`config.mk`:
```
export PLATFORM = sky130hd
export DESIGN_NAME = qte_ctrl
export DESIGN_NICKNAME = d
export VERILOG_FILES = /design/src/rtl/core/qte_pkg.sv /design/src/rtl/core/qte_ctrl.sv
export SDC_FILE = /design/constraint.sdc
export NUM_CORES = 1
export LEC_CHECK = 0
export BUFFER_PORTS_ARGS = -buffer_cell sky130_fd_sc_hd__buf_2
export CORE_MARGIN = 3
export CORE_UTILIZATION = 52
export DETAILED_ROUTE_END_ITERATION = 6
export PLACE_DENSITY = 0.83
export SLEW_MARGIN = 15
export SYNTH_ARGS = -nofsm -noshare
export SYNTH_HDL_FRONTEND = slang
export SYNTH_SLANG_ARGS = --single-unit
```
`constraint.sdc`:
```
create_clock -name clk -period 3.2 [get_ports clk]
set_input_delay 0.16 -clock clk [delete_from_list [all_inputs] [get_ports clk]]
set_output_delay 0.16 -clock clk [all_outputs]
set_load 0.01 [all_outputs]
```
`src/rtl/core/qte_pkg.sv`:
```
// qte_pkg: widths, codes, command/status types and constant tables
// for the relative quaternion to euler block; depends on nothing
package qte_pkg;

  localparam int QUAT_W       = 16;
  localparam int ANGLE_W      = 16;
  localparam int CORDIC_STEPS = 16;
  localparam int RF           = 14;

  // quaternion product rounding shift and derived widths
  localparam int QRND_K  = 2 * (QUAT_W - 2) - RF - 2;
  localparam int R_W     = 2 * QUAT_W - QRND_K;
  localparam int QACC_W  = 2 * QUAT_W + 4;
  localparam int ACC_W   = 2 * R_W + 4;
  localparam int MUL_W   = (QUAT_W > 2 * RF + 2) ? QUAT_W : 2 * RF + 2;
  localparam int PROD_W  = 2 * MUL_W;
  localparam int CX_W    = ACC_W + 4;
  localparam int Z_W     = 32;
  localparam int SQ_W    = 4 * RF + 2;
  localparam int SQRT_W  = 2 * RF + 1;
  localparam int CI_W    = $clog2(CORDIC_STEPS);
  localparam int STEP_W  = 4;

  localparam int ANGLE_SH  = (ANGLE_W < Z_W) ? (Z_W - 1 - ANGLE_W) : 0;
  localparam int ANGLE_RND = (ANGLE_W < Z_W) ? 1 : 0;

  localparam logic [Z_W-1:0] PITCH_UP = 32'h4000_0000;
  localparam logic [Z_W-1:0] PITCH_DN = 32'hC000_0000;
  localparam logic [Z_W-1:0] HALF_TURN = 32'h8000_0000;

  // cordic job select
  localparam logic [1:0] CSEL_YAW   = 2'd0;
  localparam logic [1:0] CSEL_ROLL  = 2'd1;
  localparam logic [1:0] CSEL_PITCH = 2'd2;

  // euler accumulator slots
  localparam int EA_YY = 0;  // yaw numerator
  localparam int EA_YX = 1;  // yaw denominator
  localparam int EA_LY = 2;  // roll numerator
  localparam int EA_LX = 3;  // roll denominator
  localparam int EA_SP = 4;  // pitch sine term
  localparam int EA_N  = 5;

  typedef struct packed {
    logic              load_in;
    logic              qmul_go;
    logic              emul_go;
    logic [STEP_W-1:0] step_idx;
    logic              recap_apply;
    logic              emul_init;
    logic              sq_mul_go;
    logic              sqrt_step;
    logic              cord_init;
    logic              cord_step;
    logic              cord_store;
    logic [1:0]        cord_sel;
    logic              out_load;
  } cmd_t;

  typedef struct packed {
    logic clamped;
    logic sqrt_done;
    logic cord_last;
  } sts_t;

  typedef struct packed {
    logic [1:0] a;
    logic [1:0] b;
    logic       neg;
  } qsel_t;

  typedef struct packed {
    logic [1:0]      a;
    logic [1:0]      b;
    logic [EA_N-1:0] mask;
    logic            neg;
  } esel_t;

  // conj(origin) * q: origin index, sample index, sign of each product
  function automatic qsel_t qsel(input logic [STEP_W-1:0] idx);
    qsel_t s;
    case (idx)
      4'd0:    s = '{2'd0, 2'd0, 1'b0};
      4'd1:    s = '{2'd1, 2'd1, 1'b0};
      4'd2:    s = '{2'd2, 2'd2, 1'b0};
      4'd3:    s = '{2'd3, 2'd3, 1'b0};
      4'd4:    s = '{2'd0, 2'd1, 1'b0};
      4'd5:    s = '{2'd1, 2'd0, 1'b1};
      4'd6:    s = '{2'd2, 2'd3, 1'b1};
      4'd7:    s = '{2'd3, 2'd2, 1'b0};
      4'd8:    s = '{2'd0, 2'd2, 1'b0};
      4'd9:    s = '{2'd1, 2'd3, 1'b0};
      4'd10:   s = '{2'd2, 2'd0, 1'b1};
      4'd11:   s = '{2'd3, 2'd1, 1'b1};
      4'd12:   s = '{2'd0, 2'd3, 1'b0};
      4'd13:   s = '{2'd1, 2'd2, 1'b1};
      4'd14:   s = '{2'd2, 2'd1, 1'b0};
      4'd15:   s = '{2'd3, 2'd0, 1'b1};
      default: s = '{2'd0, 2'd0, 1'b0};
    endcase
    return s;
  endfunction

  // euler products: r operands (w x y z), target accumulators, sign
  function automatic esel_t esel(input logic [STEP_W-1:0] idx);
    esel_t s;
    case (idx)
      4'd0:    s = '{2'd0, 2'd3, 5'b00001, 1'b0};
      4'd1:    s = '{2'd1, 2'd2, 5'b00001, 1'b0};
      4'd2:    s = '{2'd2, 2'd2, 5'b01010, 1'b1};
      4'd3:    s = '{2'd3, 2'd3, 5'b00010, 1'b1};
      4'd4:    s = '{2'd0, 2'd1, 5'b00100, 1'b0};
      4'd5:    s = '{2'd2, 2'd3, 5'b00100, 1'b0};
      4'd6:    s = '{2'd1, 2'd1, 5'b01000, 1'b1};
      4'd7:    s = '{2'd0, 2'd2, 5'b10000, 1'b0};
      4'd8:    s = '{2'd3, 2'd1, 5'b10000, 1'b1};
      default: s = '{2'd0, 2'd0, 5'b00000, 1'b0};
    endcase
    return s;
  endfunction

  // atan(2^-i) as a 32-bit binary angle
  function automatic logic [Z_W-1:0] atan_tab(input logic [4:0] i);
    logic [Z_W-1:0] v;
    case (i)
      5'd0:  v = 32'd536870912;
      5'd1:  v = 32'd316933406;
      5'd2:  v = 32'd167458907;
      5'd3:  v = 32'd85004756;
      5'd4:  v = 32'd42667331;
      5'd5:  v = 32'd21354465;
      5'd6:  v = 32'd10679838;
      5'd7:  v = 32'd5340245;
      5'd8:  v = 32'd2670163;
      5'd9:  v = 32'd1335087;
      5'd10: v = 32'd667544;
      5'd11: v = 32'd333772;
      5'd12: v = 32'd166886;
      5'd13: v = 32'd83443;
      5'd14: v = 32'd41722;
      5'd15: v = 32'd20861;
      5'd16: v = 32'd10430;
      5'd17: v = 32'd5215;
      5'd18: v = 32'd2608;
      5'd19: v = 32'd1304;
      5'd20: v = 32'd652;
      5'd21: v = 32'd326;
      5'd22: v = 32'd163;
      5'd23: v = 32'd81;
      5'd24: v = 32'd41;
      5'd25: v = 32'd20;
      5'd26: v = 32'd10;
      5'd27: v = 32'd5;
      5'd28: v = 32'd3;
      5'd29: v = 32'd1;
      5'd30: v = 32'd1;
      default: v = 32'd0;
    endcase
    return v;
  endfunction

  // round half up to ANGLE_W bits, wrapping
  function automatic logic [ANGLE_W-1:0] angle_out(input logic [Z_W-1:0] z);
    logic [Z_W:0] v;
    v = {1'b0, z} + ((Z_W + 1)'(ANGLE_RND) << ANGLE_SH);
    return v[Z_W-1 -: ANGLE_W];
  endfunction

endpackage

```
`src/rtl/core/qte_ctrl.sv`:
```
// qte_ctrl: sequencer for one sample through multiply, square root and
// cordic phases, plus result-register handshake; depends on qte_pkg
module qte_ctrl (
  input  logic          clk,
  input  logic          rst_n,
  input  logic          in_valid,
  output logic          in_ready,
  output logic          out_valid,
  input  logic          out_ready,
  output qte_pkg::cmd_t cmd,
  input  qte_pkg::sts_t sts
);

  localparam logic [3:0] S_IDLE  = 4'd0;
  localparam logic [3:0] S_QMUL  = 4'd1;
  localparam logic [3:0] S_QDRN  = 4'd2;
  localparam logic [3:0] S_EMUL  = 4'd3;
  localparam logic [3:0] S_EDRN  = 4'd4;
  localparam logic [3:0] S_CINIT = 4'd5;
  localparam logic [3:0] S_CRUN  = 4'd6;
  localparam logic [3:0] S_CSTO  = 4'd7;
  localparam logic [3:0] S_PCHK  = 4'd8;
  localparam logic [3:0] S_SQW   = 4'd9;
  localparam logic [3:0] S_SQRT  = 4'd10;
  localparam logic [3:0] S_FIN   = 4'd11;

  localparam logic [qte_pkg::STEP_W-1:0] Q_LAST = 4'd15;
  localparam logic [qte_pkg::STEP_W-1:0] E_LAST = 4'd8;

  logic [3:0]                 st_r, st_nxt;
  logic [qte_pkg::STEP_W-1:0] cnt_r, cnt_nxt;
  logic [1:0]                 csel_r, csel_nxt;
  logic                       out_valid_r, out_valid_nxt;

  assign out_valid = out_valid_r;
  assign in_ready  = (st_r == S_IDLE);

  always_comb begin
    st_nxt       = st_r;
    cnt_nxt      = cnt_r;
    csel_nxt     = csel_r;
    cmd          = '0;
    cmd.step_idx = cnt_r;
    cmd.cord_sel = csel_r;
    case (st_r)
      S_IDLE: begin
        if (in_valid) begin
          cmd.load_in = 1'b1;
          cnt_nxt     = '0;
          st_nxt      = S_QMUL;
        end
      end
      S_QMUL: begin
        cmd.qmul_go = 1'b1;
        cnt_nxt     = cnt_r + 1'b1;
        if (cnt_r == Q_LAST) begin
          cnt_nxt = '0;
          st_nxt  = S_QDRN;
        end
      end
      S_QDRN: begin
        cmd.recap_apply = 1'b1;
        cmd.emul_init   = 1'b1;
        st_nxt          = S_EMUL;
      end
      S_EMUL: begin
        cmd.emul_go = 1'b1;
        cnt_nxt     = cnt_r + 1'b1;
        if (cnt_r == E_LAST) begin
          cnt_nxt = '0;
          st_nxt  = S_EDRN;
        end
      end
      S_EDRN: begin
        csel_nxt = qte_pkg::CSEL_YAW;
        st_nxt   = S_CINIT;
      end
      S_CINIT: begin
        cmd.cord_init = 1'b1;
        st_nxt        = S_CRUN;
      end
      S_CRUN: begin
        cmd.cord_step = 1'b1;
        if (sts.cord_last) begin
          st_nxt = S_CSTO;
        end
      end
      S_CSTO: begin
        cmd.cord_store = 1'b1;
        case (csel_r)
          qte_pkg::CSEL_YAW: begin
            csel_nxt = qte_pkg::CSEL_ROLL;
            st_nxt   = S_CINIT;
          end
          qte_pkg::CSEL_ROLL: st_nxt = S_PCHK;
          default:            st_nxt = S_FIN;
        endcase
      end
      S_PCHK: begin
        if (sts.clamped) begin
          st_nxt = S_FIN;
        end else begin
          cmd.sq_mul_go = 1'b1;
          st_nxt        = S_SQW;
        end
      end
      S_SQW: begin
        st_nxt = S_SQRT;
      end
      S_SQRT: begin
        if (sts.sqrt_done) begin
          csel_nxt = qte_pkg::CSEL_PITCH;
          st_nxt   = S_CINIT;
        end else begin
          cmd.sqrt_step = 1'b1;
        end
      end
      S_FIN: begin
        if (!out_valid_r || out_ready) begin
          cmd.out_load = 1'b1;
          st_nxt       = S_IDLE;
        end
      end
      default: begin
        st_nxt = S_IDLE;
      end
    endcase
  end

  always_comb begin
    out_valid_nxt = out_valid_r;
    if (cmd.out_load) begin
      out_valid_nxt = 1'b1;
    end else if (out_ready) begin
      out_valid_nxt = 1'b0;
    end
  end

  always_ff @(posedge clk) begin
    if (!rst_n) begin
      st_r        <= S_IDLE;
      cnt_r       <= '0;
      csel_r      <= qte_pkg::CSEL_YAW;
      out_valid_r <= 1'b0;
    end else begin
      st_r        <= st_nxt;
      cnt_r       <= cnt_nxt;
      csel_r      <= csel_nxt;
      out_valid_r <= out_valid_nxt;
    end
  end

  a_one_at_a_time: assert property (@(posedge clk) disable iff (!rst_n)
    (in_valid && in_ready) |=> !in_ready)
    else $error("second sample taken while one is in flight");

  a_result_shown: assert property (@(posedge clk) disable iff (!rst_n)
    cmd.out_load |=> out_valid_r)
    else $error("result loaded but not presented");

  a_sqrt_after_roll: assert property (@(posedge clk) disable iff (!rst_n)
    (st_r == S_SQRT) |-> (csel_r == qte_pkg::CSEL_ROLL))
    else $error("square root phase out of order");

endmodule

```
==> run_results.csv, run 1 <==
group,metric,value,unit
min_path,hold_class,"input pin to register",
routing,drtPass1Iterations,4,
placed_design,gp_congestion,0.822,
placed_design,dp_hpwl,1400,um
setup_path,worst_ep_required_time,3.38,ns
pwr,ir_drop,0.357,mV
layout,antenna_cells,0,
setup_path,r2r_start,"st_r[1]",
setup_path,worst-path-buf-inv,0,
floorplan,dieWidth,44.6,um
clock_tree,cts_buffers,3,
timing,hold_viol,0,
logic_synthesis,syn_area_per_cell,7.67,um^2
timing,maxSlewViolCount,0,
pwr,p_seq_share,36.5,%
floorplan,dieArea,1990,um^2
setup_path,reg2reg_to,"st_r[2]",
placed_design,dp.cells,134,
setup_path,path_class,"register to register",
logic_synthesis,yosysWarnings,0,
timing,fmax,0.529,GHz
setup_path,worstPathMaxFanout,15,
setup_path,cp-end-kind,"register",
placed_design,port_buffers,25,
setup_path,max_stage_delay,0.57,ns
clock_tree,clock_latency,0.27,ns
min_path,hp-start,"rst_n",
pwr,combPwrFrac,46.0,%
logic_synthesis,synth_edf_count,0,
setup_path,cpMaxStageDelayCell,"dfxtp_1",
logic_synthesis,syn_inst,101,
timing,setup-violations-final,0,
layout,post-route-util,67.3,%
floorplan,die_y,44.6,um
global_route,grt_overflow,0,
logic_synthesis,synth_top_area_share,28.4,%
logic_synthesis,ys_seq_area_share,28.4,%
pwr,clockPowerShare,17.5,%
routing,postRouteAntennaNets,0,
min_path,min_to,"st_r[3]",
timing,worstMarginPinSlew,0.463,ns
global_route,antenna_found_initial,0,
global_route,grt_pass1_vias,680,
min_path,hold_path_depth,2,
clock_tree,cts_max_level,1,
pwr,p_sw_share,42.3,%
clock_tree,cts_setup_buffers,0,
timing,rsz0062_at_grt,"false",
logic_synthesis,synth.area.top_cells,"dfxtp_1, nor2_1, o21ai_0, nand2_1, nand4b_1",
layout,nNetsFinal,133,
timing,hold_slack,0.184,ns
logic_synthesis,yosys-top-cells-count,"dfxtp_1, nor2_1, nand2_1, o21ai_0, inv_1",
global_route,grt_pass1_wl,2880,um
setup_path,start_kind,"register",
logic_synthesis,synth-seq-cells,11,
setup_path,cp.arrival,2.07,ns
timing,skew,0.00179,ns
clock_tree,ctsResizeCount,0,
pwr,leakagePower,0.399,nW
layout,finalNonFillerCells,138,
clock_tree,clk_pin_slew,0.07,ns
logic_synthesis,synth.distinct_cells,36,
floorplan,io_pins,26,
clock_tree,cts_tree,"done",
routing,finalWirelength,1790,um
clock_tree,cts-root-buf,"clkbuf_4",
layout,register_area,220,um^2
setup_path,r2r_cells,4,
clock_tree,clock_path_buffers,2,
pwr,p_int,0.312,mW
logic_synthesis,syn_area,774,um^2
pwr,powerDensity,595,nW/um^2
floorplan,rows,13,
global_route,grt_max_degree,16,
routing,drt_iter0_markers,40,
routing,vias,811,
timing,fin_crit_sh,59.1,%
routing,drc,0,
routing,viasPerCell,5.88,
floorplan,start_util,57.4,%
pwr,power.switching,0.229,mW
timing,tns,0,ns
logic_synthesis,synth-main-ff-cell,"dfxtp_1",
layout,finalInstanceArea,908,um^2
clock_tree,clock_sinks,11,
setup_path,crit_chain,"nand3_1 -> o211a_1 -> or3_4 -> o41ai_2",
logic_synthesis,synth_area_leader_cell,"dfxtp_1",
layout,n_fill_cell,123,
layout,area_growth,17.3,%
routing,wl_per_cell,12.9,um
timing,max-slew-margin-rel,68.8,%
timing,fin_crit,1.89,ns
global_route,track_usage,20.3,%
layout,multi_input_area,495,um^2
layout,final_layout_size_suffix_gt1_share,29.3,%
run,drv_cap,0,
setup_path,rrSetupSlack,1.31,ns
setup_path,critPathTopFamily,"compound AO/OA/AOI/OAI gates",
logic_synthesis,syn_nets,110,
logic_synthesis,async_reset_ff_share,0,%
placed_design,postPlaceCellArea,882,um^2
floorplan,core_area,1350,um^2
clock_tree,cts_hold_buf,0,
status,status,"finished clean",
per-layer routing:
| layer | vias up | global-route usage, % | wire, um |
|---|---|---|---|
| met3 | 7 | 6.50 | 157 |
| met2 | 36 | 28.7 | 792 |
| met5 | - | 0 | 0 |
| li1 | 409 | - | - |
| met4 | 0 | 14.5 | 65 |
| met1 | 359 | 25.5 | 772 |
power by group through the flow:
stage / logic, mW / clock network, mW / registers (mW)
after floorplan: 0.209 / 0 / 0.176
after global placement: 0.245 / 0 / 0.199
after detailed placement: 0.250 / 0 / 0.200
after CTS: 0.250 / 0.0981 / 0.197
after global routing: 0.276 / 0.105 / 0.204
final: 0.249 / 0.0946 / 0.198
final cells by class:
class | instances | share of cell area, %
clock buffer | 4 | 2.89
multi-input combinational | 77 | 54.5
tap | 15 | 2.07
timing repair buffer | 25 | 13.8
inverter | 6 | 2.48
sequential | 11 | 24.2
worst max-delay path by stage:
| stage | start | endpoint | cells past startpoint |
|---|---|---|---|
| floorplan | cnt_r[0] | st_r[2] | 5 |
| global placement | st_r[1] | st_r[2] | 4 |
| detailed placement | st_r[1] | st_r[2] | 4 |
| CTS | st_r[1] | st_r[2] | 4 |
| global route | st_r[1] | st_r[2] | 4 |
| finish | st_r[1] | st_r[2] | 4 |
metrics by stage:
| stage | setup slack [ns] | total power [mW] |
|---|---|---|
| global route | 1.23 | 0.585 |
| finish | 1.31 | 0.541 |
| floorplan | 1.49 | 0.385 |
| detailed placement | 1.34 | 0.450 |
| global placement | 1.41 | 0.444 |
| CTS | 1.33 | 0.545 |
state kept, by name (all words and copies together), names as in the netlist:
register,flops
cnt_r,4
csel_r,2
out_valid,1
st_r,4
kinds of logic (layout without fill, tap and decap cells):
| kind of cell | Yosys count | count (layout) | synth area share (%) |
|---|---|---|---|
| AND/OR/NAND/NOR | 50 | 50 | 36.5 |
| AO/OA/AOI/OAI | 23 | 23 | 21.6 |
| buffers and inverters | 13 | 35 | 7.59 |
| flip-flops | 11 | 11 | 28.4 |
| adder cells (fa/ha/maj) | 2 | 2 | 3.23 |
| multiplexers | 2 | 2 | 2.58 |
cell usage in the layout, fill, tap and decap left out, drive strengths merged, types with 3 or more instances in the layout:
cell type  Yosys  layout
nand2          7       7
or3            3       3
buf            4      25
a21oi          5       5
o21ai          7       7
nand4b         3       3
inv            6       6
nor2b          4       4
nand2b         3       3
nor3           5       5
dfxtp         11      11
nor2          11      11
nand3          5       5
clkbuf         3       4
(Power assumes the default switching activity.)
==> run 2, diff against run 1 <==
ABC_AREA = 1   (was default)
CORE_UTILIZATION = 49   (was 52)
PLACE_DENSITY = 0.79   (was 0.83)
clock period = 1.8 ns   (was 3.2 ns; I/O delays follow)
==> run 2 against run 1 <==
Effect of this change:
- final cell count is 21% higher
- sequential cell count is the same
- combinational power rose by 110%
- synthesized cell count grew 25%
- first-iteration DRC count fell by 2.5%
- utilization decreased by 0.53 points
- die area up 8.0%
- critical path type unchanged
- clock-buffer cell count did not move
- sequential share of layout area down 0.93 points
- largest power group unchanged
- non-clock buffer count did not move
- total power up 95%
- register-to-register slack worse by 1.0 ns
==> run_results.csv, run 2 <==
group,metric,value,unit
logic_synthesis,synth.area.top_cells,"dfxtp_1, nand2_1, nor2_1, inv_1, nand3_1",
placed_design,gp_congestion,0.900,
layout,reg.largest.list,"cnt_r (4), st_r (4), csel_r (2)",
floorplan,io_pins,26,
setup_path,crit_path_start,"st_r[0]",
timing,hold_slack,0.0709,ns
timing,finalWorstSetupSlack,0.299,ns
logic_synthesis,synth-seq-cells,11,
layout,multi_input_area,479,um^2
routing,drtPass1Iterations,4,
timing,maxSlewViolCount,0,
global_route,grt_overflow,0,
routing,postRouteAntennaNets,0,
setup_path,start_kind,"register",
placed_design,port_buffers,25,
clock_tree,cts_tree,"done",
logic_synthesis,syn_area_per_cell,6.33,um^2
logic_synthesis,syn_nets,135,
placed_design,dp.cells,163,
logic_synthesis,yosys-top-cells-count,"nand2_1, nor2_1, inv_1",
layout,area_growth,18.5,%
clock_tree,clock_latency,0.27,ns
placed_design,place_ws,0.333,ns
floorplan,die_y,46.3,um
pwr,p_seq_share,34.5,%
layout,n_fill_cell,139,
layout,final_layout_size_suffix_gt1_share,28.9,%
logic_synthesis,synth_edf_count,0,
floorplan,dieArea,2150,um^2
floorplan,rows,13,
timing,worstMarginPinSlew,0.429,ns
floorplan,start_util,56.3,%
timing,skew,0.00478,ns
logic_synthesis,synth_most_common_cell,"nand2_1",
setup_path,cp_common_cell,"nand2_1",
setup_path,cp-end-kind,"register",
timing,fmax,0.666,GHz
timing,tns,0,ns
layout,antenna_cells,0,
clock_tree,cts-root-buf,"clkbuf_4",
setup_path,max_stage_delay,0.58,ns
logic_synthesis,syn_inst,126,
pwr,ir_drop,0.766,mV
setup_path,crit_chain,"nor2_1 -> nand3_1 -> nand2_1 -> nor2_2 -> nand2_2 -> nand2_1 -> a21oi_1",
clock_tree,ctsResizeCount,0,
setup_path,worstPathMaxFanout,9,
timing,rsz0062_at_grt,"false",
floorplan,core_area,1420,um^2
routing,vias,870,
timing,hold_viol,0,
global_route,grt_pass1_vias,679,
pwr,p_sw_share,47.3,%
routing,wl_per_cell,11.6,um
clock_tree,cts_buffers,3,
global_route,antenna_found_initial,0,
pwr,power.switching,0.500,mW
timing,fin_crit_sh,83.4,%
pwr,p_int,0.557,mW
layout,finalNonFillerCells,167,
timing,setup-violations-final,0,
timing,max-slew-margin-rel,71.3,%
setup_path,worst-path-buf-inv,0,
routing,drc,0,
clock_tree,cts_hold_buf,0,
setup_path,cp.arrival,1.65,ns
routing,finalWirelength,1940,um
pwr,combPwrFrac,49.2,%
timing,fin_crit,1.50,ns
pwr,leakagePower,0.516,nW
placed_design,dp_hpwl,1560,um
logic_synthesis,synth_top_area_share,27.6,%
pwr,clockPowerShare,16.2,%
logic_synthesis,syn_area,797,um^2
floorplan,dieWidth,46.3,um
status,status,"finished clean",
logic_synthesis,synth.distinct_cells,25,
setup_path,worst_ep_required_time,1.95,ns
clock_tree,clk_pin_slew,0.07,ns
logic_synthesis,ys_seq_area_share,27.6,%
setup_path,cpMaxStageDelayCell,"dfxtp_1",
layout,register_area,220,um^2
pwr,powerDensity,1120,nW/um^2
min_path,hp-start,"rst_n",
clock_tree,clock_sinks,11,
clock_tree,clock_path_buffers,2,
routing,viasPerCell,5.21,
layout,final_cell_mix,"nand2_1, buf_2, nor2_1",
global_route,track_usage,19.8,%
logic_synthesis,synth_area_leader_cell,"dfxtp_1",
global_route,grt_pass1_wl,2980,um
run,drv_cap,0,
min_path,hold_class,"input pin to register",
layout,nNetsFinal,162,
layout,final_common_cell,"nand2_1",
global_route,grt_max_degree,11,
setup_path,critPathTopFamily,"simple AND/OR/NAND/NOR gates",
logic_synthesis,synth-main-ff-cell,"dfxtp_1",
clock_tree,cts_setup_buffers,0,
logic_synthesis,yosysWarnings,0,
clock_tree,cts_max_level,1,
routing,drt_iter0_markers,39,
setup_path,path_class,"register to register",
logic_synthesis,async_reset_ff_share,0,%
setup_path,r2r_start,"st_r[0]",
run 2: cell count changes after synthesis, sizes merged, moves of 3 or more:
cell    previous run  this run
nand2              7        30
nor2              11        25
inv                6        19
nand3              5        12
a21oi              5         9
nor2b              4         0
o21ai              7         3
clkbuf             3         0
nand2b             3         0
nand4b             3         0
or3                3         0
run 2: kinds of logic (layout without fill, tap and decap cells):
group / after synthesis / count (layout) / synth area share (%)
xor gates and xnor gates: 2 / 2 / 2.20
DFF: 11 / 11 / 27.6
AOI/OAI and AO/OA: 15 / 15 / 11.0
buffers and inverters: 23 / 49 / 12.2
and+or+nand+nor: 73 / 73 / 43.8
adders and majority gates: 2 / 2 / 3.14
run 2: final timing paths:
check	end	slack, ns	depth (start not counted)
min	cnt_r[0]	0.07	3
max	st_r[0]	0.30	7
min reg2reg	csel_r[1]	0.53	2
max reg2reg	st_r[0]	0.30	7
run 2: tightest hold or removal path: stages:
cell and delay (ns):
buf_2 0.10, o21ai_0 0.06, a21oi_1 0.05
run 2: power by group through the flow:
stage	combinational [mW]	sequential, mW	clock (mW)
floorplan	0.425	0.329	0
global placement	0.513	0.360	0
detailed placement	0.519	0.369	0
CTS	0.520	0.363	0.180
global route	0.587	0.373	0.196
finish	0.521	0.365	0.171
run 2: layer usage:
| layer | GRT usage (%) | part of all wire, % | vias up |
|---|---|---|---|
| li1 | - | - | 452 |
| met2 | 27.2 | 42 | 41 |
| met4 | 8.52 | 0.67 | 0 |
| met1 | 30.2 | 46 | 375 |
| met3 | 2.34 | 11 | 2 |
| met5 | 0 | 0 | - |
run 2: stage by stage:
stage / util [%] / area (um^2) / power, mW
after detailed placement: 64.9 / 918 / 0.888
after floorplan: - / 797 / 0.754
after CTS: 66.8 / 945 / 1.06
after global placement: 64.9 / 918 / 0.873
final: 66.8 / 945 / 1.06
after global routing: 66.8 / 945 / 1.16
run 2: final cells by class:
cell class,count,share of cell area [%]
flip-flops and latches,11,23.3
inverters,20,7.95
repair buffers,25,13.2
clock buffers,4,2.78
well taps,15,1.99
multi-input cells,92,50.7
